## config.mk

```make
export PLATFORM = sky130hd
export DESIGN_NAME = short_filename_normalizer_top
export DESIGN_NICKNAME = d
export VERILOG_FILES = /design/src/rtl/core/snfn_pkg.sv /design/src/rtl/core/short_filename_normalizer_top.sv /design/src/rtl/core/snfn_ctrl.sv /design/src/rtl/core/snfn_dp.sv
export VERILOG_INCLUDE_DIRS = /design/src /design/src/rtl/core
export SDC_FILE = /design/constraint.sdc
export NUM_CORES = 1
export LEC_CHECK = 0
export ABC_AREA = 1
export BUFFER_PORTS_ARGS = -buffer_cell sky130_fd_sc_hd__buf_4
export CAP_MARGIN = 20
export CORE_UTILIZATION = 39
export CTS_CLUSTER_DIAMETER = 60
export CTS_CLUSTER_SIZE = 20
export DETAILED_ROUTE_END_ITERATION = 12
export PLACE_DENSITY = 0.58
export SETUP_SLACK_MARGIN = 0.3
export SYNTH_ARGS = -nofsm -noshare
export SYNTH_HDL_FRONTEND = slang
export SYNTH_SLANG_ARGS = --single-unit
```

## constraint.sdc

```tcl
create_clock -name i_clk -period 3.37 [get_ports i_clk]
set_clock_uncertainty 0.05 [all_clocks]
set_input_delay 0.674 -clock i_clk [delete_from_list [all_inputs] [get_ports i_clk]]
set_output_delay 0.674 -clock i_clk [all_outputs]
set_load 0.005 [all_outputs]
```

## src/rtl/core/short_filename_normalizer_top_assert.svh

```systemverilog
// Assertion macros for the short file name normalizer.
// Used by short_filename_normalizer_top; depends on nothing else.
`ifndef SHORT_FILENAME_NORMALIZER_TOP_ASSERT_SVH
`define SHORT_FILENAME_NORMALIZER_TOP_ASSERT_SVH
`ifndef ASSERT_OFF
`define SNFN_ASSERT_IMPL(lbl, clk, rst_n, prop, msg) \
    lbl: assert property (@(posedge clk) disable iff (!rst_n) prop) else $error(msg);
`define SNFN_ASSERT(lbl, prop, msg) \
    `SNFN_ASSERT_IMPL(lbl, i_clk, i_rst_n, prop, msg)
`else
`define SNFN_ASSERT_IMPL(lbl, clk, rst_n, prop, msg)
`define SNFN_ASSERT(lbl, prop, msg)
`endif
`endif

```

## src/rtl/core/snfn_pkg.sv

```systemverilog
// Shared types, constants and helper functions of the short file name normalizer.
// Used by snfn_ctrl, snfn_dp and short_filename_normalizer_top.
package snfn_pkg;

    localparam int BYTE_W     = 8;
    localparam int BASE_CNT_W = 4;

    localparam logic [BASE_CNT_W-1:0] BASE_CNT_MAX = 4'd15;
    localparam logic [BYTE_W-1:0]     CASE_GAP     = 8'h20;
    localparam logic [BYTE_W-1:0]     PAD_CHAR     = 8'h20;
    localparam logic [BYTE_W-1:0]     DOT_CHAR     = 8'h2E;
    localparam logic [BYTE_W-1:0]     END_CHAR     = 8'h00;
    localparam logic [BYTE_W-1:0]     LOWER_A      = 8'h61;
    localparam logic [BYTE_W-1:0]     LOWER_Z      = 8'h7A;
    localparam logic [BYTE_W-1:0]     CHAR_B       = 8'h42;
    localparam logic [BYTE_W-1:0]     CHAR_I       = 8'h49;
    localparam logic [BYTE_W-1:0]     CHAR_N       = 8'h4E;

    // Commands from the controller to the datapath.
    typedef struct packed {
        logic accept;
        logic pad_emit;
        logic ext_emit;
    } t_cmd;

    // Status from the datapath to the controller.
    typedef struct packed {
        logic slot_free;
        logic is_end;
        logic pad_need;
        logic pad_last;
        logic ext_last;
    } t_status;

    function automatic logic [BYTE_W-1:0] to_upper(input logic [BYTE_W-1:0] c);
        logic [BYTE_W-1:0] res;
        res = c;
        if (c >= LOWER_A && c <= LOWER_Z) begin
            res = c - CASE_GAP;
        end
        return res;
    endfunction

    // Extension given to a name that has no dot.
    function automatic logic [BYTE_W-1:0] default_ext(input logic [1:0] idx);
        logic [BYTE_W-1:0] res;
        case (idx)
            2'd0:    res = CHAR_B;
            2'd1:    res = CHAR_I;
            2'd2:    res = CHAR_N;
            default: res = END_CHAR;
        endcase
        return res;
    endfunction

endpackage

```

## src/rtl/core/short_filename_normalizer_top.sv

```systemverilog
// Short file name normalizer: folds a byte stream into an 8.3 style name.
// Top level; depends on snfn_pkg, snfn_ctrl, snfn_dp and the assertion header.
//
// Usage: file name bytes enter on the input channel (i_in_valid, o_in_ready,
// i_name_char), one byte per beat, and a zero byte ends the name. Result beats
// leave on the output channel (o_out_valid, i_out_ready, o_out_char,
// o_last_of_name). A base name byte gives one registered result beat in the cycle
// after it is accepted; a dot or an extension byte gives none. Ordinary bytes are
// taken one per cycle while the receiver keeps up.
// The ending byte starts a drain of max(0, BASE_LEN - base length) space beats
// and then EXT_LEN extension beats, the last one flagged by o_last_of_name.
// The drain issues one beat per cycle through the single output register while
// the output channel is not stalled, and no input byte is taken during it.
// A stall on the output channel holds the output register and, with it, the
// input channel and the drain. Reset empties the output register and returns
// the block to base name mode with an empty extension.
`include "short_filename_normalizer_top_assert.svh"

module short_filename_normalizer_top #(
    parameter int BASE_LEN = 8,
    parameter int EXT_LEN  = 3
) (
    input  logic                        i_clk,
    input  logic                        i_rst_n,
    input  logic                        i_in_valid,
    output logic                        o_in_ready,
    input  logic [snfn_pkg::BYTE_W-1:0] i_name_char,
    output logic                        o_out_valid,
    input  logic                        i_out_ready,
    output logic [snfn_pkg::BYTE_W-1:0] o_out_char,
    output logic                        o_last_of_name
);

    snfn_pkg::t_cmd    cmd;
    snfn_pkg::t_status status;

    snfn_ctrl u_ctrl (
        .i_clk      (i_clk),
        .i_rst_n    (i_rst_n),
        .i_in_valid (i_in_valid),
        .o_in_ready (o_in_ready),
        .i_status   (status),
        .o_cmd      (cmd)
    );

    snfn_dp #(
        .BASE_LEN (BASE_LEN),
        .EXT_LEN  (EXT_LEN)
    ) u_dp (
        .i_clk          (i_clk),
        .i_rst_n        (i_rst_n),
        .i_name_char    (i_name_char),
        .i_out_ready    (i_out_ready),
        .i_cmd          (cmd),
        .o_status       (status),
        .o_out_valid    (o_out_valid),
        .o_out_char     (o_out_char),
        .o_last_of_name (o_last_of_name)
    );

    // The ending byte always opens a drain, so the next cycle takes no byte.
    `SNFN_ASSERT(a_end_starts_drain, cmd.accept && status.is_end |=> !o_in_ready, "input taken right after the ending byte")

    // The final extension beat must show up flagged in the output register.
    `SNFN_ASSERT(a_last_flagged, cmd.ext_emit && status.ext_last |=> o_out_valid && o_last_of_name, "final extension beat not flagged")

    // A drain step only issues while the output register can take it.
    `SNFN_ASSERT(a_drain_has_room, cmd.pad_emit || cmd.ext_emit |-> status.slot_free && !o_in_ready, "drain step without output room")

endmodule

```

## src/rtl/core/snfn_ctrl.sv

```systemverilog
// Controller of the short file name normalizer: gates the input channel and
// sequences the padding and extension drain that follows the ending byte. Depends on snfn_pkg.
module snfn_ctrl (
    input  logic              i_clk,
    input  logic              i_rst_n,
    input  logic              i_in_valid,
    output logic              o_in_ready,
    input  snfn_pkg::t_status i_status,
    output snfn_pkg::t_cmd    o_cmd
);

    localparam logic [1:0] S_IDLE = 2'd0;
    localparam logic [1:0] S_PAD  = 2'd1;
    localparam logic [1:0] S_EXT  = 2'd2;

    logic [1:0] r_state;
    logic [1:0] n_state;

    always_comb begin
        n_state        = r_state;
        o_in_ready     = 1'b0;
        o_cmd.accept   = 1'b0;
        o_cmd.pad_emit = 1'b0;
        o_cmd.ext_emit = 1'b0;
        unique case (r_state)
            S_IDLE: begin
                o_in_ready   = i_status.slot_free;
                o_cmd.accept = i_in_valid && i_status.slot_free;
                if (o_cmd.accept && i_status.is_end) begin
                    n_state = i_status.pad_need ? S_PAD : S_EXT;
                end
            end
            S_PAD: begin
                if (i_status.slot_free) begin
                    o_cmd.pad_emit = 1'b1;
                    if (i_status.pad_last) begin
                        n_state = S_EXT;
                    end
                end
            end
            S_EXT: begin
                if (i_status.slot_free) begin
                    o_cmd.ext_emit = 1'b1;
                    if (i_status.ext_last) begin
                        n_state = S_IDLE;
                    end
                end
            end
            default: n_state = S_IDLE;
        endcase
    end

    always_ff @(posedge i_clk) begin
        if (!i_rst_n) begin
            r_state <= S_IDLE;
        end else begin
            r_state <= n_state;
        end
    end

endmodule

```

## src/rtl/core/snfn_dp.sv

```systemverilog
// Datapath of the short file name normalizer: name state, extension store
// and the output register. Depends on snfn_pkg.
module snfn_dp #(
    parameter int BASE_LEN = 8,
    parameter int EXT_LEN  = 3
) (
    input  logic                          i_clk,
    input  logic                          i_rst_n,
    input  logic [snfn_pkg::BYTE_W-1:0]   i_name_char,
    input  logic                          i_out_ready,
    input  snfn_pkg::t_cmd                i_cmd,
    output snfn_pkg::t_status             o_status,
    output logic                          o_out_valid,
    output logic [snfn_pkg::BYTE_W-1:0]   o_out_char,
    output logic                          o_last_of_name
);

    localparam int EXT_IW = (EXT_LEN > 1) ? $clog2(EXT_LEN) : 1;
    localparam int EXT_CW = $clog2(EXT_LEN + 1);

    logic                               r_in_ext,   n_in_ext;
    logic [snfn_pkg::BASE_CNT_W-1:0]    r_base_len, n_base_len;
    logic [snfn_pkg::BYTE_W-1:0]        r_ext_bytes [EXT_LEN];
    logic [snfn_pkg::BYTE_W-1:0]        n_ext_bytes [EXT_LEN];
    logic [EXT_CW-1:0]                  r_ext_cnt,  n_ext_cnt;
    logic [EXT_IW-1:0]                  r_ext_idx,  n_ext_idx;
    logic                               r_out_valid, n_out_valid;
    logic [snfn_pkg::BYTE_W-1:0]        r_out_char;
    logic                               r_out_last;

    logic                               load;
    logic [snfn_pkg::BYTE_W-1:0]        ld_char;
    logic                               ld_last;
    logic                               ext_last;
    logic [snfn_pkg::BYTE_W-1:0]        upper_char;

    assign ext_last   = (r_ext_idx == EXT_IW'(EXT_LEN - 1));
    assign upper_char = snfn_pkg::to_upper(i_name_char);

    assign o_status.slot_free = !r_out_valid || i_out_ready;
    assign o_status.is_end    = (i_name_char == snfn_pkg::END_CHAR);
    assign o_status.pad_need  = (r_base_len < snfn_pkg::BASE_CNT_W'(BASE_LEN));
    assign o_status.pad_last  = (r_base_len == snfn_pkg::BASE_CNT_W'(BASE_LEN - 1));
    assign o_status.ext_last  = ext_last;

    always_comb begin
        n_in_ext    = r_in_ext;
        n_base_len  = r_base_len;
        n_ext_bytes = r_ext_bytes;
        n_ext_cnt   = r_ext_cnt;
        n_ext_idx   = r_ext_idx;
        load        = 1'b0;
        ld_char     = snfn_pkg::PAD_CHAR;
        ld_last     = 1'b0;

        if (i_cmd.accept) begin
            if (i_name_char == snfn_pkg::END_CHAR) begin
                n_ext_idx = '0;
            end else if (!r_in_ext) begin
                if (i_name_char == snfn_pkg::DOT_CHAR) begin
                    n_in_ext = 1'b1;
                end else begin
                    load    = 1'b1;
                    ld_char = upper_char;
                    if (r_base_len != snfn_pkg::BASE_CNT_MAX) begin
                        n_base_len = r_base_len + 1'b1;
                    end
                end
            end else if (r_ext_cnt < EXT_CW'(EXT_LEN)) begin
                // Bytes past the extension length are dropped silently.
                n_ext_bytes[r_ext_cnt[EXT_IW-1:0]] = upper_char;
                n_ext_cnt = r_ext_cnt + 1'b1;
            end
        end

        if (i_cmd.pad_emit) begin
            load       = 1'b1;
            ld_char    = snfn_pkg::PAD_CHAR;
            n_base_len = r_base_len + 1'b1;
        end

        if (i_cmd.ext_emit) begin
            load    = 1'b1;
            ld_char = r_in_ext ? r_ext_bytes[r_ext_idx] : snfn_pkg::default_ext(2'(r_ext_idx));
            ld_last = ext_last;
            if (ext_last) begin
                // The name is complete, so the state goes back to its reset value.
                n_in_ext   = 1'b0;
                n_base_len = '0;
                n_ext_cnt  = '0;
                n_ext_idx  = '0;
                for (int k = 0; k < EXT_LEN; k++) begin
                    n_ext_bytes[k] = snfn_pkg::END_CHAR;
                end
            end else begin
                n_ext_idx = r_ext_idx + 1'b1;
            end
        end

        if (load) begin
            n_out_valid = 1'b1;
        end else if (r_out_valid && i_out_ready) begin
            n_out_valid = 1'b0;
        end else begin
            n_out_valid = r_out_valid;
        end
    end

    always_ff @(posedge i_clk) begin
        if (!i_rst_n) begin
            r_in_ext    <= 1'b0;
            r_base_len  <= '0;
            r_ext_cnt   <= '0;
            r_ext_idx   <= '0;
            r_out_valid <= 1'b0;
            for (int k = 0; k < EXT_LEN; k++) begin
                r_ext_bytes[k] <= snfn_pkg::END_CHAR;
            end
        end else begin
            r_in_ext    <= n_in_ext;
            r_base_len  <= n_base_len;
            r_ext_cnt   <= n_ext_cnt;
            r_ext_idx   <= n_ext_idx;
            r_out_valid <= n_out_valid;
            r_ext_bytes <= n_ext_bytes;
        end
    end

    always_ff @(posedge i_clk) begin
        if (load) begin
            r_out_char <= ld_char;
            r_out_last <= ld_last;
        end
    end

    assign o_out_valid    = r_out_valid;
    assign o_out_char     = r_out_char;
    assign o_last_of_name = r_out_last;

endmodule
```

==> results.sh, run 1 <==
export IMPL_outcome="complete, no violations"
export IMPL_gr_total_overflow=0
export IMPL_first_iter_violations=160
export IMPL_dieWidth_um=80.40
export IMPL_fin_crit_sh_pct=63.36
export IMPL_ir_drop_v=0.0002432
export IMPL_drc=0
export IMPL_ys_flop_type="dfxtp_1"
export IMPL_antenna_found_initial=0
export IMPL_grt_setup_unrepaired="no"
export IMPL_worstSkewPairLatency_ns=0.30
export IMPL_synth_seq_area_share_pct=41.34
export IMPL_syn_area_sq_mm=0.002397
export IMPL_grt_pass1_wl_um=9453
export IMPL_swShare_pct=28.48
export IMPL_path_clk_slew_ns=0.09
export IMPL_cts_inserted_buffers=5
export IMPL_layout_setup_ws_ns=1.235
export IMPL_pwr_share_seq_pct=48.0
export IMPL_post_cts_setup_buffers=0
export IMPL_hold_buffers=0
export IMPL_power_frac_comb_pct=20.6
export IMPL_period_needed_ns=2.135
export IMPL_tightest_slew_ns=0.5510
export IMPL_relSlewSlack_pct=63.21
export IMPL_post_drt_via_cell_ratio=5.077
export IMPL_syn_avg_cell_area_sq_um=7.860
export IMPL_die_h_um=80.40
export IMPL_rows=28
export IMPL_power_internal_uw=938.8
export IMPL_path_class="register to register"
export IMPL_syn_nets=324
export IMPL_startpoint_type="register"
export IMPL_track_usage_pct=19.57
export IMPL_maxCapViolCount=0
export IMPL_min_delay_path_class="register to register"
export IMPL_crit_path_max_fanout=11
export IMPL_powerDensity_mw_per_mm2=485.7
export IMPL_yosys_warnings=0
export IMPL_hold_viol=0
export IMPL_fmax_ghz=0.4684
export IMPL_clockBufferDepth=2
export IMPL_p_switching_uw=373.9
export IMPL_slew_violations=0
export IMPL_cts_max_level=2
export IMPL_finalSetupTns_ns=0
export IMPL_ant_nets=0
export IMPL_wl_per_cell_um=14.24
export IMPL_fillers=622
export IMPL_drt_first_pass_iters=4
export IMPL_gp_congestion=0.8589
export IMPL_cts_root_buf="clkbuf_8"
export IMPL_pin_count=23
export IMPL_drt_total_wl_um=5753
export IMPL_required_ns=3.43
export IMPL_area_growth_pct=12.73
export IMPL_vias=2051
export IMPL_first_global_vias=1902
export IMPL_synthCells=305
export IMPL_synth_distinct_cells=39
export IMPL_clkSinkCount=45
export IMPL_grt_max_degree=15
export IMPL_diodes=0
export IMPL_p_leak_uw=0.001113
export IMPL_reg2regPathDepth=6
export IMPL_place_ws_ns=1.058
export IMPL_core_sq_mm=0.005921
export IMPL_clockPowerShare_pct=31.4
export IMPL_cp_arrival_ns=2.20
export IMPL_start_util_pct=40.49
export IMPL_place_area_sq_mm=0.002595
export IMPL_cts_resized=0
export IMPL_die_area_sq_mm=0.006464
export IMPL_final_area_sq_mm=0.002703
export IMPL_drive_above_1_share_pct=16.72
export IMPL_hpwlAfterDp_um=4252
export IMPL_synthArstFlopShare_pct=0
export IMPL_synth_edf_count=9
export IMPL_finalSetupViolCount=0
export IMPL_end_kind="register"
export IMPL_fin_nets=347
export IMPL_worstHoldPathCells=2
export IMPL_ys_ff_latch=45
export IMPL_cts_tree="done"
export IMPL_portBuffers=22
==> power by group through the flow <==
stage / logic, uW / registers (uW) / clock network, uW
final: 270 / 630 / 412
after global routing: 306 / 637 / 437
after CTS: 270 / 631 / 416
after detailed placement: 269 / 644 / 0
after global placement: 268 / 643 / 0
after floorplan: 162 / 644 / 0
==> synthesized netlist by cell type (4+ instances only) <==
cell type   n  area, sq um
nand2_1    47        176.4
inv_1      47        176.4
nor2_4      5        56.30
o21ai_0    29        145.1
o21ai_2     4        35.03
dfxtp_1    36        720.7
nand3_1    15        75.07
nor2_1     36        135.1
a21oi_1    28        140.1
ha_1        7        87.58
o22ai_1     6        37.54
edfxtp_1    9        270.3
==> sequential cells by signal, indices dropped and copies added (netlist names) <==
name,flops
u_dp.r_ext_idx,2
u_dp.o_out_char,8
u_dp.r_base_len,4
u_dp.o_last_of_name,1
u_dp.o_out_valid,1
u_dp.r_ext_cnt,2
u_dp.r_in_ext,1
u_dp.r_ext_bytes,24
u_ctrl.r_state,2
==> layout make-up <==
cell class | instances | area, sq um | share of cell area, %
clock buffers | 6 | 72.57 | 2.685
clock inverters | 2 | 35.03 | 1.296
inverters | 49 | 186.4 | 6.898
multi-input cells | 203 | 1144 | 42.31
flip-flops and latches | 45 | 991.0 | 36.67
well taps | 75 | 93.84 | 3.472
repair buffers | 24 | 180.2 | 6.667
==> placed cells by master (no fill, tap or decap), drive strengths merged, types with 3 or more instances in the layout <==
cell type / synthesis / layout
o22ai: 6 / 6
a21oi: 31 / 31
nand3: 18 / 18
inv: 49 / 49
buf: 6 / 24
dfxtp: 36 / 36
nand2: 49 / 49
ha: 7 / 7
nor3: 3 / 3
nand4: 3 / 3
clkbuf: 2 / 6
edfxtp: 9 / 9
nor2: 43 / 43
o21ai: 34 / 34
==> critical path, stage by stage (launching register included) <==
cell	delay [ns]
dfxtp_1	0.68
inv_1	0.20
nor2_1	0.38
inv_1	0.17
o21ai_0	0.26
nand2_1	0.08
o221ai_1	0.11
==> cell families after synthesis <==
kind of cell,count (synthesis),synth area share [%]
compound gates,78,19.21
xor+xnor,1,0.3654
fa+ha+maj,7,3.653
buf+inv,57,10.96
flops,45,41.34
simple gates,117,24.48
==> per-stage QoR <==
stage	power [uW]	hold slack [ns]	std cells	utilization [%]
after CTS	1318	0.4083	404	45.65
after global placement	910.8	0.3953	396	43.83
after detailed placement	913.4	0.3956	396	43.83
after global routing	1380	0.4384	404	45.65
final	1313	0.4089	404	45.65
after floorplan	806.4	0.3739	305	-
==> final timing paths <==
| path | start | end | slack [ns] |
|---|---|---|---|
| worst min register to register | u_dp.r_ext_bytes[1] | u_dp.r_ext_bytes[1] | 0.41 |
| worst max register to register | u_dp.r_ext_idx[1] | u_dp.o_out_char[1] | 1.23 |
| worst min-delay path | u_dp.r_ext_bytes[1] | u_dp.r_ext_bytes[1] | 0.41 |
| worst max-delay path | u_dp.r_ext_idx[1] | u_dp.o_out_char[1] | 1.23 |
==> routing by layer <==
layer | wire (um) | track usage [%] | vias to the layer above | share of wire, %
met5 | 0 | 0 | - | 0
li1 | - | - | 1039 | -
met2 | 2636 | 32.12 | 35 | 46
met3 | 162 | 2.727 | 10 | 2.8
met1 | 2852 | 25.76 | 967 | 50
met4 | 102 | 7.500 | 0 | 1.8
Note: power is estimated with default switching activity, not from simulation.
==> run 2, diff against run 1 <==
--- a/config.mk
+++ b/config.mk
@@ -6,14 +6,14 @@
 export SDC_FILE = /design/constraint.sdc
 export NUM_CORES = 1
 export LEC_CHECK = 0
-export ABC_AREA = 1
+export ABC_AREA = 0
 export BUFFER_PORTS_ARGS = -buffer_cell sky130_fd_sc_hd__buf_4
 export CAP_MARGIN = 20
 export CORE_UTILIZATION = 39
 export CTS_CLUSTER_DIAMETER = 60
 export CTS_CLUSTER_SIZE = 20
 export DETAILED_ROUTE_END_ITERATION = 12
-export PLACE_DENSITY = 0.58
+export PLACE_DENSITY = 0.59
 export SETUP_SLACK_MARGIN = 0.3
 export SYNTH_ARGS = -nofsm -noshare
 export SYNTH_HDL_FRONTEND = slang
==> constraint.sdc (replaced) <==
create_clock -name i_clk -period 2 [get_ports i_clk]
set_clock_uncertainty 0.05 [all_clocks]
set_input_delay 0.4 -clock i_clk [delete_from_list [all_inputs] [get_ports i_clk]]
set_output_delay 0.4 -clock i_clk [all_outputs]
set_load 0.005 [all_outputs]
==> results.sh, run 2 <==
export IMPL_syn_avg_cell_area_sq_um=8.778
export IMPL_path_clk_slew_ns=0.09
export IMPL_yosysTopAreaCellShare_pct=31.70
export IMPL_synth_area_leaders="dfxtp_1 (32%), edfxtp_1 (12%), o21ai_0 (6.8%)"
export IMPL_p_leak_uw=0.001115
export IMPL_ys_top_cells_by_count="dfxtp_1 (36), o21ai_0 (31), nand2_1 (30), nand3_1 (28), nor2_1 (15)"
export IMPL_drc=0
export IMPL_syn_area_sq_mm=0.002273
export IMPL_relSlewSlack_pct=65.15
export IMPL_startpoint_type="primary input"
export IMPL_min_from="i_rst_n"
export IMPL_maxCapViolCount=0
export IMPL_fmax_ghz=0.5390
export IMPL_diodes=0
export IMPL_rows=27
export IMPL_synth_most_common_cell="dfxtp_1"
export IMPL_start_util_pct=40.79
export IMPL_hold_viol=0
export IMPL_drt_first_pass_iters=4
export IMPL_grt_max_degree=31
export IMPL_first_iter_violations=126
export IMPL_clockBufferDepth=2
export IMPL_cts_root_buf="clkbuf_8"
export IMPL_vias=2045
export IMPL_grt_pass1_wl_um=9349
export IMPL_hpwlAfterDp_um=3961
export IMPL_slew_violations=0
export IMPL_largest_register="u_dp.r_ext_bytes"
export IMPL_period_needed_ns=1.855
export IMPL_die_h_um=78.35
export IMPL_yosys_warnings=0
export IMPL_drt_total_wl_um=5518
export IMPL_core_sq_mm=0.005574
export IMPL_cts_max_level=2
export IMPL_postLayoutCoreUtil_pct=53.20
export IMPL_synth_seq_area_share_pct=43.59
export IMPL_grt_setup_unrepaired="yes"
export IMPL_pin_count=23
export IMPL_syn_nets=278
export IMPL_gr_total_overflow=0
export IMPL_finalSetupViolCount=0
export IMPL_final_common_cell="buf_4"
export IMPL_ys_ff_latch=45
export IMPL_cp_arrival_ns=1.99
export IMPL_synthArstFlopShare_pct=0
export IMPL_track_usage_pct=19.67
export IMPL_worstSetupStartpoint="i_name_char[0]"
export IMPL_yosysTopAreaCell="dfxtp_1"
export IMPL_largest_reg_flops=24
export IMPL_required_ns=2.14
export IMPL_powerDensity_mw_per_mm2=569.1
export IMPL_fin_nets=321
export IMPL_drive_above_1_share_pct=29.70
export IMPL_synth_distinct_cells=43
export IMPL_fin_crit_sh_pct=92.77
export IMPL_ys_flop_type="dfxtp_1"
export IMPL_wl_per_cell_um=14.71
export IMPL_gp_congestion=0.7928
export IMPL_first_global_vias=1901
export IMPL_ir_drop_v=0.0002659
export IMPL_post_drt_via_cell_ratio=5.453
export IMPL_crit_path_max_fanout=8
export IMPL_synthCells=259
export IMPL_synth_edf_count=9
export IMPL_outcome="complete, no violations"
export IMPL_antenna_found_initial=0
export IMPL_holdWs_ns=0.3165
export IMPL_clkSinkCount=45
export IMPL_cts_inserted_buffers=5
export IMPL_tightest_slew_ns=0.5183
export IMPL_cts_tree="done"
export IMPL_worstSkewPairLatency_ns=0.29
export IMPL_dieWidth_um=78.35
export IMPL_r2r_start="u_ctrl.r_state[1]"
export IMPL_portBuffers=22
export IMPL_ant_nets=0
export IMPL_min_delay_path_class="primary input to register"
export IMPL_path_class="primary input to register"
export IMPL_die_area_sq_mm=0.006139
export IMPL_end_kind="register"
export IMPL_final_cell_mix="buf_4 (40), dfxtp_1 (36), nand2_1 (27)"
export IMPL_area_growth_pct=30.43
-- run 2: changes by cell type in the layout (fill, tap and decap cells not counted), sizes merged, moves of 18 or more --
cell   before  now
inv        49    5
nor2       43   15
buf        24   49
a21oi      31   12
nand2      49   31
-- run 2: repair_timing --
| action | 4_1_cts | 5_1_grt |
|---|---|---|
| hold endpoints to repair | 0 | 0 |
| hold buffers | 0 | 0 |
| setup endpoints to repair | 47 | 51 |
| resized for setup | 20 | 7 |
| pin swaps | 12 | 9 |
| buffers inserted | 2 | 1 |
| cloned | 2 | 0 |
-- run 2: final cells by class --
cell class                 instances  area (sq um)
clock buffer                       7         76.32
inverter                           5         18.77
tap                               72         90.09
timing repair buffer              49         461.7
fill                             536          2609
multi-input combinational        196          1320
clock inverter                     1         7.507
sequential                        45         991.0
-- run 2: cells by family (layout without fill, tap and decap cells) --
family	Yosys count	count (layout)	share of synthesized area, %
and+or+nand+nor	109	110	25.70
AOI/OAI and AO/OA	69	69	18.05
DFF	45	45	43.59
buffers and inverters	19	62	4.403
muxes	10	10	4.403
adders and majority gates	7	7	3.852
-- run 2: per-stage QoR --
stage / setup WS, ns / cells / power [uW] / TNS (ns) / instance area [sq um]
finish: 0.1447 / 375 / 1688 / 0 / 2965
global route: 0.08486 / 375 / 1761 / 0 / 2965
CTS: 0.1440 / 374 / 1705 / 0 / 2913
detailed placement: -0.2201 / 362 / 1149 / -6.075 / 2710
global placement: -0.1723 / 362 / 1147 / -4.869 / 2710
floorplan: -0.08697 / 259 / 1055 / -0.8023 / 2333
-- run 2: power breakdown --
part	internal [uW]	leakage (uW)	switching (uW)
combinational	87.9	0.000697	99.6
clock	248	0.0000385	300
sequential	945	0.000380	7.76
-- run 2: worst paths after layout --
| check | end | slack, ns | depth (start not counted) |
|---|---|---|---|
| min | u_ctrl.r_state[0] | 0.32 | 2 |
| max reg2reg | u_dp.o_out_char[5] | 0.21 | 5 |
| max | u_dp.o_out_valid | 0.14 | 6 |
| min reg2reg | u_dp.r_ext_bytes[7] | 0.41 | 2 |
-- run 2: metal layers --
metal	share of wire (%)	wire length, um	track usage, %
met1	48	2656	27.37
met2	46	2552	31.67
met3	4.6	252	2.791
met4	1.0	56	5.556
met5	0	0	0
-- run 2: worst max-delay path, stage by stage --
cell	delay [ns]
buf_6	0.09
or4_4	0.55
nor4b_4	0.26
nor4_2	0.12
buf_4	0.18
o41a_1	0.39
